[config.mk]
export PLATFORM = sky130hd
export DESIGN_NAME = decimal_text_to_fixed
export DESIGN_NICKNAME = d
export VERILOG_FILES = /design/src/dtf_pkg.sv /design/src/decimal_text_to_fixed.sv /design/src/dtf_parse.sv /design/src/dtf_result.sv
export SDC_FILE = /design/constraint.sdc
export NUM_CORES = 1
export LEC_CHECK = 0
export ABC_AREA = 0
export BUFFER_PORTS_ARGS = -buffer_cell sky130_fd_sc_hd__buf_2
export CORE_MARGIN = 4
export CORE_UTILIZATION = 50
export CTS_BUF_LIST = sky130_fd_sc_hd__clkbuf_4 sky130_fd_sc_hd__clkbuf_8
export DETAILED_ROUTE_END_ITERATION = 7
export PLACE_DENSITY_LB_ADDON = 0.08
export SYNTH_ARGS = -nofsm -noshare
export SYNTH_HDL_FRONTEND = slang
export SYNTH_SLANG_ARGS = --single-unit
[constraint.sdc]
create_clock -name clock -period 8.8 [get_ports clock]
set_clock_uncertainty 0.1 [all_clocks]
set_input_delay 0.88 -clock clock [delete_from_list [all_inputs] [get_ports clock]]
set_output_delay 0.88 -clock clock [all_outputs]
set_load 0.02 [all_outputs]
[src/dtf_pkg.sv]
package dtf_pkg;

   // Character codes the parser recognizes.
   localparam logic [7:0] CharNul   = 8'h00;
   localparam logic [7:0] CharTab   = 8'h09;
   localparam logic [7:0] CharCr    = 8'h0D;
   localparam logic [7:0] CharSpace = 8'h20;
   localparam logic [7:0] CharPlus  = 8'h2B;
   localparam logic [7:0] CharMinus = 8'h2D;
   localparam logic [7:0] CharDot   = 8'h2E;
   localparam logic [7:0] CharZero  = 8'h30;
   localparam logic [7:0] CharNine  = 8'h39;

   localparam int IntWidth  = 31;
   localparam int FracWidth = 32;
   localparam logic [IntWidth-1:0] IntMax = 31'h7FFF_FFFF;

   // Everything the result stage needs to know about a finished string.
   typedef struct packed {
      logic                 bad;
      logic                 minus;
      logic [IntWidth-1:0]  integer_part;
      logic [FracWidth-1:0] fraction_part;
   } parse_result_type;

   // Weight of fraction digit k+1: floor(2^32 / 10^(k+1)).
   function automatic logic [FracWidth-1:0] frac_weight(input logic [3:0] k);
      logic [FracWidth-1:0] w;
      begin
         case (k)
            4'd0: w = 32'd429496729;
            4'd1: w = 32'd42949672;
            4'd2: w = 32'd4294967;
            4'd3: w = 32'd429496;
            4'd4: w = 32'd42949;
            4'd5: w = 32'd4294;
            4'd6: w = 32'd429;
            4'd7: w = 32'd42;
            4'd8: w = 32'd4;
            default: w = 32'd0;
         endcase
         frac_weight = w;
      end
   endfunction

endpackage

[src/decimal_text_to_fixed.sv]
// Channel   Direction  Handshake              Payload
// req_      in         req_valid/req_ready    req_character [7:0]
// rsp_      out        rsp_valid/rsp_ready    rsp_value [63:0] signed, rsp_bad_format
// csr_      in         csr_valid/csr_ready    csr_base_sign [1:0] signed
//
// One character is taken per cycle. A transfer lands in the input register and
// is applied to the parser state from there; a terminator's step loads the
// result register, which drives the response. Reset is synchronous and active
// high; it clears the parser state and sets the sign register to +1. Only a
// terminator meeting a full, undrained result register stalls the input.
module decimal_text_to_fixed #(
   parameter int FRAC_DIGITS = 10
) (
   input  logic               clock,
   input  logic               reset,
   input  logic               req_valid,
   output logic               req_ready,
   input  logic [7:0]         req_character,
   output logic               rsp_valid,
   input  logic               rsp_ready,
   output logic signed [63:0] rsp_value,
   output logic               rsp_bad_format,
   input  logic               csr_valid,
   output logic               csr_ready,
   input  logic signed [1:0]  csr_base_sign
);

   logic                      char_valid_ff;
   logic [7:0]                char_ff;
   logic signed [1:0]         base_sign_ff;
   logic                      is_term;
   logic                      advance;
   logic                      result_free;
   dtf_pkg::parse_result_type parse_result;

   // The sign register is always writable; the user must write it only while idle, as the block does not enforce this.
   assign csr_ready = 1'b1;

   always_ff @(posedge clock) begin
      if (reset) begin
         base_sign_ff <= 2'sd1;
      end else if (csr_valid) begin
         base_sign_ff <= csr_base_sign;
      end
   end

   // The held character moves on unless it is a terminator whose result has
   // nowhere to go yet.
   assign is_term   = (char_ff == dtf_pkg::CharNul);
   assign advance   = char_valid_ff && (!is_term || result_free);
   assign req_ready = !char_valid_ff || advance;

   always_ff @(posedge clock) begin
      if (reset) begin
         char_valid_ff <= 1'b0;
      end else if (req_ready) begin
         char_valid_ff <= req_valid;
      end
   end

   always_ff @(posedge clock) begin
      if (req_valid && req_ready) begin
         char_ff <= req_character;
      end
   end

   dtf_parse #(
      .FRAC_DIGITS(FRAC_DIGITS)
   ) u_parse (
      .clock     (clock),
      .reset     (reset),
      .step      (advance),
      .character (char_ff),
      .result    (parse_result)
   );

   // The terminator's step both builds the result and clears the parser.
   dtf_result u_result (
      .clock          (clock),
      .reset          (reset),
      .load           (advance && is_term),
      .result         (parse_result),
      .base_sign      (base_sign_ff),
      .free           (result_free),
      .rsp_valid      (rsp_valid),
      .rsp_ready      (rsp_ready),
      .rsp_value      (rsp_value),
      .rsp_bad_format (rsp_bad_format)
   );

`ifndef ASSERT_OFF
   a_bad_is_zero: assert property (@(posedge clock) disable iff (reset)
      rsp_valid && rsp_bad_format |-> (rsp_value == 64'sd0))
      else $error("bad result carries a nonzero value");

   a_term_blocks: assert property (@(posedge clock) disable iff (reset)
      char_valid_ff && is_term && rsp_valid && !rsp_ready |-> !req_ready)
      else $error("input taken while terminator is blocked");
`endif

endmodule

[src/dtf_parse.sv]
module dtf_parse #(
   parameter int FRAC_DIGITS = 10
) (
   input  logic                      clock,
   input  logic                      reset,
   input  logic                      step,
   input  logic [7:0]                character,
   output dtf_pkg::parse_result_type result
);

   localparam int CountWidth = $clog2(FRAC_DIGITS + 1);

   typedef enum logic [2:0] {
      PhWs, PhSign, PhInt, PhDot, PhFrac, PhTrail, PhErr
   } phase_type;

   phase_type                         phase_ff, phase_in;
   logic                              minus_ff, minus_in;
   logic                              any_ff, any_in;
   logic [dtf_pkg::IntWidth-1:0]      int_ff, int_in;
   logic [dtf_pkg::FracWidth-1:0]     frac_ff, frac_in;
   logic [CountWidth-1:0]             count_ff, count_in;

   logic                              is_ws, is_digit;
   logic [3:0]                        digit;
   logic [dtf_pkg::IntWidth+3:0]      int_wide;
   logic [dtf_pkg::IntWidth-1:0]      int_next;
   logic [dtf_pkg::FracWidth-1:0]     frac_next;
   logic [CountWidth-1:0]             count_next;

   assign is_ws = ((character >= dtf_pkg::CharTab) && (character <= dtf_pkg::CharCr))
                  || (character == dtf_pkg::CharSpace);
   assign is_digit = (character >= dtf_pkg::CharZero) && (character <= dtf_pkg::CharNine);
   assign digit = character[3:0];

   // Integer digit: times ten plus the digit, clamped at the largest 31-bit integer part of the Q31.32 result.
   assign int_wide = (dtf_pkg::IntWidth+4)'(int_ff) * (dtf_pkg::IntWidth+4)'(10)
                     + (dtf_pkg::IntWidth+4)'(digit);
   assign int_next = (int_wide > (dtf_pkg::IntWidth+4)'(dtf_pkg::IntMax))
                     ? dtf_pkg::IntMax : int_wide[dtf_pkg::IntWidth-1:0];

   // Fraction digit: weighted add while digits remain, ignored afterwards.
   always_comb begin
      frac_next  = frac_ff;
      count_next = count_ff;
      if (count_ff < CountWidth'(FRAC_DIGITS)) begin
         frac_next  = frac_ff + dtf_pkg::FracWidth'(
                      36'(digit) * 36'(dtf_pkg::frac_weight(4'(count_ff))));
         count_next = count_ff + CountWidth'(1);
      end
   end

   always_comb begin
      phase_in = phase_ff;
      minus_in = minus_ff;
      any_in   = any_ff;
      int_in   = int_ff;
      frac_in  = frac_ff;
      count_in = count_ff;
      if (step) begin
         if (character == dtf_pkg::CharNul) begin
            phase_in = PhWs;
            minus_in = 1'b0;
            any_in   = 1'b0;
            int_in   = '0;
            frac_in  = '0;
            count_in = '0;
         end else begin
            any_in = 1'b1;
            case (phase_ff)
               PhWs: begin
                  if (is_ws) begin
                     phase_in = PhWs;
                  end else if ((character == dtf_pkg::CharMinus)
                               || (character == dtf_pkg::CharPlus)) begin
                     minus_in = (character == dtf_pkg::CharMinus);
                     phase_in = PhSign;
                  end else if (is_digit) begin
                     int_in   = int_next;
                     phase_in = PhInt;
                  end else if (character == dtf_pkg::CharDot) begin
                     phase_in = PhDot;
                  end else begin
                     phase_in = PhErr;
                  end
               end
               PhSign, PhInt: begin
                  if (is_digit) begin
                     int_in   = int_next;
                     phase_in = PhInt;
                  end else if (character == dtf_pkg::CharDot) begin
                     phase_in = PhDot;
                  end else if (character == dtf_pkg::CharSpace) begin
                     phase_in = PhTrail;
                  end else begin
                     phase_in = PhErr;
                  end
               end
               PhDot: begin
                  if (is_digit) begin
                     frac_in  = frac_next;
                     count_in = count_next;
                     phase_in = PhFrac;
                  end else begin
                     phase_in = PhErr;
                  end
               end
               PhFrac: begin
                  if (is_digit) begin
                     frac_in  = frac_next;
                     count_in = count_next;
                  end else if (character == dtf_pkg::CharSpace) begin
                     phase_in = PhTrail;
                  end else begin
                     phase_in = PhErr;
                  end
               end
               PhTrail: begin
                  if (character != dtf_pkg::CharSpace) begin
                     phase_in = PhErr;
                  end
               end
               default: begin
                  phase_in = PhErr;
               end
            endcase
         end
      end
   end

   always_ff @(posedge clock) begin
      if (reset) begin
         phase_ff <= PhWs;
         minus_ff <= 1'b0;
         any_ff   <= 1'b0;
         int_ff   <= '0;
         frac_ff  <= '0;
         count_ff <= '0;
      end else begin
         phase_ff <= phase_in;
         minus_ff <= minus_in;
         any_ff   <= any_in;
         int_ff   <= int_in;
         frac_ff  <= frac_in;
         count_ff <= count_in;
      end
   end

   // A malformed string, a dangling dot or an empty string is reported as bad.
   assign result.bad = (phase_ff == PhErr) || (phase_ff == PhDot) || !any_ff;
   assign result.minus = minus_ff;
   assign result.integer_part = int_ff;
   assign result.fraction_part = frac_ff;

`ifndef ASSERT_OFF
   a_clear_after_term: assert property (@(posedge clock) disable iff (reset)
      step && (character == dtf_pkg::CharNul)
      |=> (phase_ff == PhWs) && !any_ff && (count_ff == '0) && (int_ff == '0))
      else $error("parser state not cleared after terminator");

   a_count_bound: assert property (@(posedge clock) disable iff (reset)
      count_ff <= CountWidth'(FRAC_DIGITS))
      else $error("fraction digit count past its limit");
`endif

endmodule

[src/dtf_result.sv]
module dtf_result (
   input  logic                      clock,
   input  logic                      reset,
   input  logic                      load,
   input  dtf_pkg::parse_result_type result,
   input  logic signed [1:0]         base_sign,
   output logic                      free,
   output logic                      rsp_valid,
   input  logic                      rsp_ready,
   output logic signed [63:0]        rsp_value,
   output logic                      rsp_bad_format
);

   logic                valid_ff;
   logic [63:0]         value_ff, value_in;
   logic                bad_ff;
   logic [63:0]         magnitude;

   assign magnitude = {1'b0, result.integer_part, result.fraction_part};

   // A bad result is zero; else minus or a negative sign register negates, and a zero sign register zeroes the rest.
   always_comb begin
      if (result.bad) begin
         value_in = '0;
      end else if (result.minus || base_sign[1]) begin
         value_in = (~magnitude) + 64'd1;
      end else if (base_sign == 2'sd0) begin
         value_in = '0;
      end else begin
         value_in = magnitude;
      end
   end

   assign free = !valid_ff || rsp_ready;

   always_ff @(posedge clock) begin
      if (reset) begin
         valid_ff <= 1'b0;
      end else if (load) begin
         valid_ff <= 1'b1;
      end else if (rsp_ready) begin
         valid_ff <= 1'b0;
      end
   end

   always_ff @(posedge clock) begin
      if (load) begin
         value_ff <= value_in;
         bad_ff   <= result.bad;
      end
   end

   assign rsp_valid      = valid_ff;
   assign rsp_value      = value_ff;
   assign rsp_bad_format = bad_ff;

endmodule
==> reports/metrics.csv, run 1 <==
metric;value;unit
DRT iter0 DRCs;953;
Final Setup Violations;0;
Lkg Pwr;6.55;nW
Mapped Avg Cell Area;8.79;um^2
footprint of the multi-input gates;9910;um^2
ys flop type;dfxtp_1;
Avg Vias per Cell;5.79;
total grt overflow;0;
worst-skew pair later-pin latency;0.47;ns
Int Pwr;0.00130;W
first-pass GRT wire length;62300;um
outcome;complete, no violations;
Yosys reg bits;169;
1st-pass router iterations;5;
Die ar.;32400;um^2
PnR worst setup slack;2.94;ns
Final Slew Violations;0;
Peak VDD IR;0.0783;mV
top post-synthesis cells by area;edfxtp_1, dfxtp_1, fa_1;
gpl congestion;0.868;
Finished Cell Area;15900;um^2
# DRC;0;
Switching Share;31.2;%
Critical Path RT;9.03;ns
setup TNS;0;ns
Total GRT Usage;23.1;%
Comb power frac;23.6;%
synthesized netlist cell count;1682;
P per Cell Area;119;nW/um^2
Layout Area Growth over Synthesis;7.17;%
final hold vios;0;
CP Data Arrival Time;6.09;ns
min Tclk post-route;5.86;ns
Min-Delay Path Class;register to register;
Rel. slew slack;19.9;%
top cell type's share of synthesized area;14.8;%
cts hold-fix bufs;0;
TritonCTS clock tree;built;
largest net degree at the start of global routing;65;
row count;62;
Sw Pwr;0.000589;W
routed wire length;37700;um
ant diodes;0;
Port Buf Inserts;81;
Root Buffer;clkbuf_8;
die width;180;um
CP Class;register to register;
fillers;2725;
Worst-Margin Slew;1.19;ns
initial core utilization;51.1;%
critical path capture point type;register;
CTS Sinks;169;
area leader, netlist;edfxtp_1;
type of origin of the critical path;register;
IO Count;83;
vias;12200;
Clock power frac;32.1;%
share of cells above drive strength 1;11.0;%
Ys Warns;0;
initial antenna violation count;0;
antenna-violating nets left;0;
Sequential cell area;4110;um^2
Max H-tree Level;4;
TritonCTS Buffers;17;
# nets final;1919;
Die Y;180;um
Hold WS;0.423;ns
Netlist cell types;82;
hold path cells;2;
Post-Syn Area;14800;um^2
post_cts resized;0;
Avg WL per Cell;17.9;um
Placed Area;15400;um^2
DP Worst Slack;2.96;ns
Post-synth EDFFs;73;
vias in the first global route;11700;
CTS clk-pin slew, worst paths;0.10;ns
R2R cell count;15;
sequential power share;44.2;%
Placeable Area;28900;um^2
post-synthesis async set-or-reset flop share;0;%
RSZ-0062 raised after global routing;false;
max frequency;171;MHz
deepest clock path buffer count;2;
sequential area share after synthesis;27.8;%
Crit Path Max Fanout;27;
Post-Syn Nets;1890;
post-DP HPWL;28200;um
max-cap viol count;0;
number of setup buffers added after CTS;0;
post-route clock period utilization;66.6;%
==> layer usage <==
| layer | vias to the layer above | wire [um] | part of all wire, % | global-route usage, % |
|---|---|---|---|---|
| met2 | 307 | 16700 | 44 | 35.7 |
| met1 | 5834 | 19000 | 50 | 35.3 |
| met5 | - | 0 | 0 | 0 |
| met3 | 26 | 1720 | 4.6 | 2.93 |
| li1 | 6041 | - | - | - |
| met4 | 0 | 324 | 0.86 | 3.87 |
==> final cells by class <==
cell class	instances	area share (%)
multi-input combinational	1318	62.5
sequential	169	26.0
timing repair buffer	93	3.14
tap	384	3.03
inverter	112	2.66
clock buffer	21	1.74
clock inverter	11	0.924
==> power groups by stage <==
| stage | clock (W) | combinational (W) | sequential [W] |
|---|---|---|---|
| floorplan | 0 | 0.000357 | 0.000844 |
| global placement | 0 | 0.000434 | 0.000853 |
| detailed placement | 0 | 0.000439 | 0.000854 |
| CTS | 0.000620 | 0.000444 | 0.000835 |
| global route | 0.000656 | 0.000508 | 0.000838 |
| finish | 0.000607 | 0.000446 | 0.000836 |
==> path summary, 6_finish.rpt <==
| check | to | startpoint | slack (ns) |
|---|---|---|---|
| setup / recovery | u_parse.frac_ff[31] | char_ff[1] | 2.94 |
| hold reg to reg | u_parse.frac_ff[27] | u_parse.frac_ff[27] | 0.42 |
| hold / removal | u_parse.frac_ff[27] | u_parse.frac_ff[27] | 0.42 |
| setup reg to reg | u_parse.frac_ff[31] | char_ff[1] | 2.94 |
==> synth_stat cells (13+ instances only) <==
cell type  instances
and2_1            49
edfxtp_1          73
dfxtp_1           96
nor3_1            41
and3_1            13
nand2_1          164
a21o_1            32
o21bai_1          14
o21ai_0           56
inv_1            111
fa_1              77
a221oi_2          31
a21oi_1          112
ha_1             116
nand3_1           66
a311oi_1          13
a211oi_1          15
nand2b_1          16
clkbuf_1          69
nor2_1           165
or3_1             13
nand4_1           14
xnor2_1           69
xor2_1            43
a31oi_1           23
==> cells in the final DEF, fill, tap and decap left out, drive strengths merged, types with 11 or more instances in the layout <==
master / netlist / final
a211oi: 17 / 17
a21o: 33 / 33
a21oi: 112 / 112
a221oi: 35 / 35
a311oi: 13 / 13
a31oi: 23 / 23
and2: 49 / 49
and3: 14 / 14
buf: 14 / 93
clkbuf: 69 / 21
dfxtp: 96 / 96
edfxtp: 73 / 73
fa: 77 / 77
ha: 116 / 116
inv: 111 / 112
nand2: 164 / 164
nand2b: 16 / 16
nand3: 66 / 66
nand4: 14 / 14
nor2: 165 / 165
nor3: 42 / 42
nor4: 12 / 12
o21ai: 62 / 62
o21bai: 14 / 14
o22ai: 12 / 12
or2: 11 / 11
or3: 14 / 14
xnor2: 69 / 69
xor2: 44 / 44
==> worst max-delay path: stages (launching register included) <==
cell and delay (ns):
edfxtp_1 0.95, nand2_1 0.17, fa_1 0.54, inv_1 0.06, fa_1 0.56, fa_1 0.43
ha_1 0.26, or4_1 0.57, o211a_1 0.26, o21ai_0 0.46, a31oi_1 0.19, o41ai_1 0.52
mux2i_1 0.31, a31oi_1 0.10, o21ai_0 0.18, a21oi_1 0.08
==> through the flow <==
step           util [%]  std cells  power (W)
4_1_cts            54.8       2108    0.00190
2_1_floorplan         -       1682    0.00120
6_report           54.8       2108    0.00189
5_1_grt            54.8       2108    0.00200
3_5_place_dp       53.3       2076    0.00129
3_3_place_gp       53.3       2076    0.00129
==> logic make-up after synthesis <==
logic type,count (synthesis),synth area share [%]
other cells,1,0.0254
xor+xnor,113,6.74
flops,169,27.8
fa+ha+maj,193,20.2
buf+inv,195,5.39
mux,7,0.474
compound gates,396,19.5
simple gates,608,19.8
No activity file was read; power rests on OpenSTA's default activity.
==> inputs of run 2 (changes only) <==
- clock period: 8.8 -> 5.65 ns (I/O delays scaled with it)
==> run 2 against run 1 <==
Net effect: flip-flop and latch count is the same; total power grew 54%; global-route usage grew 0.32 points; critical path type unchanged; utilization grew 0.58 points; largest cell class unchanged; sequential share of layout area shrank 0.27 points; setup slack lost 2.6 ns; clock power grew 48%; hold slack lost 0.24 ns.
==> reports/metrics.csv, run 2 (synthesis gave the netlist of run 1 again) <==
metric;value;unit;change
outcome;complete, no violations;;unchanged
TritonCTS clock tree;built;;unchanged
routed wire length;38100;um;was 37700 um
Final Slew Violations;0;;unchanged
most common cell after layout, fill and taps aside;nor2_1;;unchanged
antenna-violating nets left;0;;unchanged
type of origin of the critical path;register;;unchanged
most frequent cells in the layout;nor2_1, nand2_1, ha_1;;unchanged
CTS Sinks;169;;unchanged
Critical Path Most Common Cell;ha_1;;was fa_1
CP Data Arrival Time;5.54;ns;was 6.09 ns
Clock power frac;30.9;%;was 32.1%
Port Buf Inserts;81;;unchanged
largest net degree at the start of global routing;71;;was 65
Critical Path RT;5.92;ns;was 9.03 ns
Worst path slowest cell;or4b_4;;was edfxtp_1
1st-pass router iterations;5;;unchanged
Min-Delay Path Class;primary input to register;;was register to register
CP Class;register to register;;unchanged
total grt overflow;0;;unchanged
deepest clock path buffer count;2;;unchanged
Sw Pwr;0.000928;W;was 0.000589 W
Sequential cell area;4110;um^2;unchanged
Lkg Pwr;6.66;nW;was 6.55 nW
Worst-Margin Slew;1.16;ns;was 1.19 ns
min Tclk post-route;5.26;ns;was 5.86 ns
Root Buffer;clkbuf_8;;unchanged
P per Cell Area;182;nW/um^2;was 119 nW/um^2
setup TNS;0;ns;unchanged
# nets final;1937;;was 1919
Comb power frac;24.6;%;was 23.6%
DP Cell Count;2090;;was 2076
Die Y;180;um;unchanged
row count;62;;unchanged
fillers;2641;;was 2725
critical path capture point type;register;;unchanged
initial antenna violation count;0;;unchanged
Placeable Area;28900;um^2;unchanged
vias in the first global route;11700;;about the same
worst-path cell chain;ha_1, ha_1, fa_1, a21o_1, a221oi_2, o211a_1, nor3b_1, nor4b_1, nand4_1, or3_4, or4b_4, a31oi_1, a211oi_4, buf_12, a221oi_1;;was nand2_1, fa_1, inv_1, fa_1, fa_1, ha_1, or4_1, o211a_1, o21ai_0, a31oi_1, o41ai_1, mux2i_1, a31oi_1, o21ai_0, a21oi_1
post-route insts no fill;2126;;was 2108
RSZ-0062 raised after global routing;false;;unchanged
footprint of the multi-input gates;9920;um^2;was 9910 um^2
initial core utilization;51.1;%;unchanged
Switching Share;31.9;%;was 31.2%
Total GRT Usage;23.4;%;was 23.1%
CTS clk-pin slew, worst paths;0.10;ns;about the same
Crit Path Max Fanout;31;;was 27
Avg WL per Cell;17.9;um;about the same
final hold vios;0;;unchanged
max-cap viol count;0;;unchanged
DRT iter0 DRCs;726;;was 953
sequential power share;44.5;%;was 44.2%
crit-path max cell delay;0.55;ns;was 0.95 ns
vias;12200;;about the same
post-route clock period utilization;93.2;%;was 66.6%
Die ar.;32400;um^2;unchanged
Int Pwr;0.00198;W;was 0.00130 W
worst-skew pair later-pin latency;0.47;ns;about the same
IO Count;83;;unchanged
cts hold-fix bufs;0;;unchanged
gpl congestion;0.868;;unchanged
Final Setup Violations;0;;unchanged
post-DP HPWL;28800;um;was 28200 um
first-pass GRT wire length;62700;um;was 62300 um
Avg Vias per Cell;5.76;;was 5.79
die width;180;um;unchanged
Max H-tree Level;4;;unchanged
ant diodes;0;;unchanged
Layout Area Growth over Synthesis;8.30;%;was 7.17%
Peak VDD IR;0.131;mV;was 0.0783 mV
share of cells above drive strength 1;12.0;%;was 11.0%
max frequency;190;MHz;was 171 MHz
Rel. slew slack;22.8;%;was 19.9%
TritonCTS Buffers;17;;unchanged
# DRC;0;;unchanged
-- run 2: cell types whose count changed in the layout (fill, tap and decap cells not counted), sizes merged --
cell	previous run	this run
buf	93	111
bufinv	3	2
clkinv	4	7
clkinvlp	4	0
inv	112	114
-- run 2: power by group through the flow --
stage	sequential (W)	clock, W	combinational [W]
2_1_floorplan	0.00131	0	0.000556
3_3_place_gp	0.00133	0	0.000683
3_5_place_dp	0.00133	0	0.000689
4_1_cts	0.00130	0.000919	0.000696
5_1_grt	0.00130	0.000975	0.000819
6_report	0.00130	0.000899	0.000718
-- run 2: final timing paths --
check,startpoint,to,cells past startpoint,slack [ns]
max,u_parse.int_ff[1],u_parse.int_ff[0],15,0.39
min,req_character[6],char_ff[6],1,0.18
max reg2reg,u_parse.int_ff[1],u_parse.int_ff[0],15,0.39
min reg2reg,u_parse.frac_ff[27],u_parse.frac_ff[27],2,0.44
-- run 2: routing by layer --
metal  routed length (um)  up-vias  global-route usage (%)
met5                    0        -                       0
met4                  425        0                    4.85
met3                 1950       25                    3.72
met2                16700      313                    36.3
met1                19100     5813                    34.8
li1                     -     6095                       -
-- run 2: repair_timing --
item | CTS | global route
setup endpoints to repair | 0 | 11
buffers inserted | 0 | 4
resized for setup | 0 | 1
-- run 2: layout make-up --
type                    instances  area share [%]
multi-input cells            1318            61.9
repair buffers                111            4.34
flip-flops and latches        169            25.7
clock buffers                  21            1.65
inverters                     112            2.63
clock inverters                11           0.766
well taps                     384            3.00
-- run 2: worst max-delay path: cells and delay by family (launching register included) --
| kind | cells | cell delay, ns |
|---|---|---|
| AO/OA/AOI/OAI | 6 | 1.64 |
| adder cells (fa/ha/maj) | 3 | 0.96 |
| buffers and inverters | 1 | 0.20 |
| flip-flops | 1 | 0.49 |
| AND/OR/NAND/NOR | 5 | 1.76 |
-- run 2: through the flow --
| stage | worst slack [ns] | total power, W | utilization, % | hold slack, ns | cell area, um^2 |
|---|---|---|---|---|---|
| 6_report | 0.386 | 0.00291 | 55.4 | 0.179 | 16000 |
| 5_1_grt | 0.0566 | 0.00309 | 55.4 | 0.145 | 16000 |
| 4_1_cts | 0.181 | 0.00292 | 55.1 | 0.151 | 15900 |
| 3_5_place_dp | 0.217 | 0.00202 | 53.7 | 0.411 | 15500 |
| 3_3_place_gp | 0.308 | 0.00201 | 53.7 | 0.400 | 15500 |
| 2_1_floorplan | 0.577 | 0.00187 | - | 0.376 | 14800 |
==> inputs of run 3 (changes only) <==
- ABC_AREA: 0 -> 1
==> run 3 against run 2 <==
Net effect: die area rose by 5.5%; synthesized cell count rose by 34%; area after synthesis rose by 5.7%; via count rose by 21%; total power fell by 2.3%; utilization fell by 0.65 points; largest power group unchanged; highest routed layer unchanged.
==> reports/metrics.csv, run 3 <==
metric;value;unit;change
# DRC;0;;unchanged
sequential area share after synthesis;26.3;%;was 27.8%
DRT iter0 DRCs;1263;;was 726
Mapped Avg Cell Area;6.91;um^2;was 8.79 um^2
Sw Pwr;0.000950;W;was 0.000928 W
RSZ-0062 raised after global routing;false;;unchanged
initial core utilization;50.9;%;was 51.1%
final hold vios;0;;unchanged
Die Y;185;um;was 180 um
IO Count;83;;unchanged
worst-skew pair later-pin latency;0.49;ns;was 0.47 ns
post-route clock period utilization;90.0;%;was 93.2%
Clock power frac;32.8;%;was 30.9%
Worst path slowest cell;edfxtp_1;;was or4b_4
share of cells above drive strength 1;8.64;%;was 12.0%
P per Cell Area;169;nW/um^2;was 182 nW/um^2
Finished Cell Area;16800;um^2;was 16000 um^2
max frequency;197;MHz;was 190 MHz
Root Buffer;clkbuf_8;;unchanged
total grt overflow;0;;unchanged
ant diodes;0;;unchanged
deepest clock path buffer count;2;;unchanged
CTS clk-pin slew, worst paths;0.10;ns;about the same
post_cts resized;0;;unchanged
worst-path cell chain;nand2_1, fa_1, inv_1, fa_1, fa_1, ha_1, a21oi_1, o21ai_0, a21oi_1, o21ai_0, a21oi_1, inv_1, nand2_1, nand2_1, a21oi_1, o21ai_0, nand2_1, nand3_1, a21oi_1;;was ha_1, ha_1, fa_1, a21o_1, a221oi_2, o211a_1, nor3b_1, nor4b_1, nand4_1, or3_4, or4b_4, a31oi_1, a211oi_4, buf_12, a221oi_1
Worst-Margin Slew;1.36;ns;was 1.16 ns
Placeable Area;30700;um^2;was 28900 um^2
vias;14800;;was 12200
first-pass GRT wire length;71100;um;was 62700 um
min Tclk post-route;5.09;ns;was 5.26 ns
Max H-tree Level;4;;unchanged
Final Slew Violations;0;;unchanged
Comb power frac;21.9;%;was 24.6%
Crit Path Max Fanout;19;;was 31
synthesized netlist cell count;2262;;was 1682
Final Setup Violations;0;;unchanged
vias in the first global route;13300;;was 11700
max-cap viol count;0;;unchanged
Int Pwr;0.00190;W;was 0.00198 W
count leader, synth;nand2_1;;was nor2_1
setup TNS;0;ns;unchanged
Ys Warns;0;;unchanged
TritonCTS clock tree;built;;unchanged
Port Buf Inserts;81;;unchanged
cts hold-fix bufs;0;;unchanged
CP Class;register to register;;unchanged
Lkg Pwr;8.55;nW;was 6.66 nW
sequential power share;45.3;%;was 44.5%
Post-Syn Area;15600;um^2;was 14800 um^2
CTS Sinks;169;;unchanged
largest net degree at the start of global routing;67;;was 71
TritonCTS Buffers;17;;unchanged
type of origin of the critical path;register;;unchanged
most frequent cells in the layout;nand2_1, inv_1, nor2_1;;was nor2_1, nand2_1, ha_1
Placed Area;16400;um^2;was 15500 um^2
antenna-violating nets left;0;;unchanged
Critical Path Most Common Cell;a21oi_1;;was ha_1
most common cell after layout, fill and taps aside;nand2_1;;was nor2_1
row count;64;;was 62
1st-pass router iterations;5;;unchanged
Post-Syn Nets;2470;;was 1890
routed wire length;44800;um;was 38100 um
area leader, netlist;nand2_1;;was edfxtp_1
Netlist cell types;55;;was 82
Total GRT Usage;26.1;%;was 23.4%
Hold WS;0.155;ns;was 0.179 ns
commonest cells in the netlist;nand2_1, inv_1, nor2_1;;was nor2_1, nand2_1, ha_1
Peak VDD IR;0.137;mV;was 0.131 mV
Rel. slew slack;9.10;%;was 22.8%
Layout Area Growth over Synthesis;7.56;%;was 8.30%
Switching Share;33.4;%;was 31.9%
post-DP HPWL;36400;um;was 28800 um
Avg Vias per Cell;5.40;;was 5.76
die width;185;um;was 180 um
crit-path max cell delay;0.78;ns;was 0.55 ns
# nets final;2533;;was 1937
top post-synthesis cells by area;nand2_1, edfxtp_1, dfxtp_1;;was edfxtp_1, dfxtp_1, fa_1
Critical Path RT;5.96;ns;was 5.92 ns
outcome;complete, no violations;;unchanged
Post-synth EDFFs;73;;unchanged
post-synthesis async set-or-reset flop share;0;%;unchanged
Die ar.;34200;um^2;was 32400 um^2
Yosys reg bits;169;;unchanged
initial antenna violation count;0;;unchanged
Min-Delay Path Class;primary input to register;;unchanged
CP Data Arrival Time;5.40;ns;was 5.54 ns
number of setup buffers added after CTS;0;;unchanged
gpl congestion;0.936;;was 0.868
ys flop type;dfxtp_1;;unchanged
top cell type's share of synthesized area;14.6;%;was 14.8%
Avg WL per Cell;16.4;um;was 17.9 um
critical path capture point type;register;;unchanged
## run 3: changes by cell type in the layout (fill, tap and decap cells not counted), moves of 35 or more
| cell | before | now |
|---|---|---|
| inv_1 | 111 | 373 |
| xnor2_1 | 69 | 12 |
| a21oi_1 | 112 | 191 |
| and2_1 | 49 | 2 |
| nand2_1 | 163 | 609 |
| nor2_1 | 164 | 199 |
| nand3_1 | 66 | 130 |
## run 3: cells by family (layout without fill, tap and decap cells)
kind of cell / count (synthesis) / after routing / synth area share [%]
other: 1 / 1 / 0.0240
flip-flops: 169 / 169 / 26.3
AO/OA/AOI/OAI: 346 / 346 / 12.2
XOR/XNOR: 30 / 30 / 1.73
AND/OR/NAND/NOR: 1080 / 1080 / 29.5
buffers and inverters: 443 / 519 / 11.0
adder cells (fa/ha/maj): 193 / 193 / 19.1
## run 3: path summary, 6_finish.rpt
path | from | endpoint | slack (ns) | depth (start not counted)
worst max-delay path | char_ff[1] | u_parse.frac_ff[31] | 0.56 | 19
worst min-delay path | req_character[7] | char_ff[7] | 0.15 | 1
worst max register to register | char_ff[1] | u_parse.frac_ff[31] | 0.56 | 19
worst min register to register | u_parse.minus_ff | u_parse.minus_ff | 0.39 | 2
## run 3: layer usage
layer	share of wire, %	track usage, %
met5	0	0
met4	0.99	4.73
met3	8.0	5.48
met2	38	34.7
met1	53	43.3
## run 3: final cells by class
type	instances	area (um^2)
Clock buffer	17	234
Clock inverter	15	178
Fill cell	3096	13900
Inverter	390	1460
Multi-Input combinational cell	1650	9810
Sequential cell	169	4110
Tap cell	396	495
Timing Repair Buffer	97	526
## run 3: per-stage QoR
step | utilization [%] | total power (W) | cells | worst slack, ns
6_report | 54.7 | 0.00285 | 2734 | 0.563
4_1_cts | 54.7 | 0.00286 | 2734 | 0.611
5_1_grt | 54.7 | 0.00300 | 2734 | 0.199
3_5_place_dp | 53.4 | 0.00193 | 2702 | 0.644
3_3_place_gp | 53.4 | 0.00192 | 2702 | 0.805
2_1_floorplan | - | 0.00178 | 2262 | 1.24
## run 3: power groups by stage
| stage | Combinational (W) | Clock, W | Sequential [W] |
|---|---|---|---|
| finish | 0.000622 | 0.000935 | 0.00129 |
| global route | 0.000710 | 0.00100 | 0.00129 |
| CTS | 0.000616 | 0.000957 | 0.00129 |
| detailed placement | 0.000612 | 0 | 0.00132 |
| global placement | 0.000608 | 0 | 0.00132 |
| floorplan | 0.000474 | 0 | 0.00131 |
## run 3: worst max-delay path: cells and delay by family, from the launching register on
kind	cells	cell delay (ns)
compound gates	8	1.69
buf+inv	2	0.13
flops	1	0.78
fa+ha+maj	4	1.87
simple gates	5	0.45
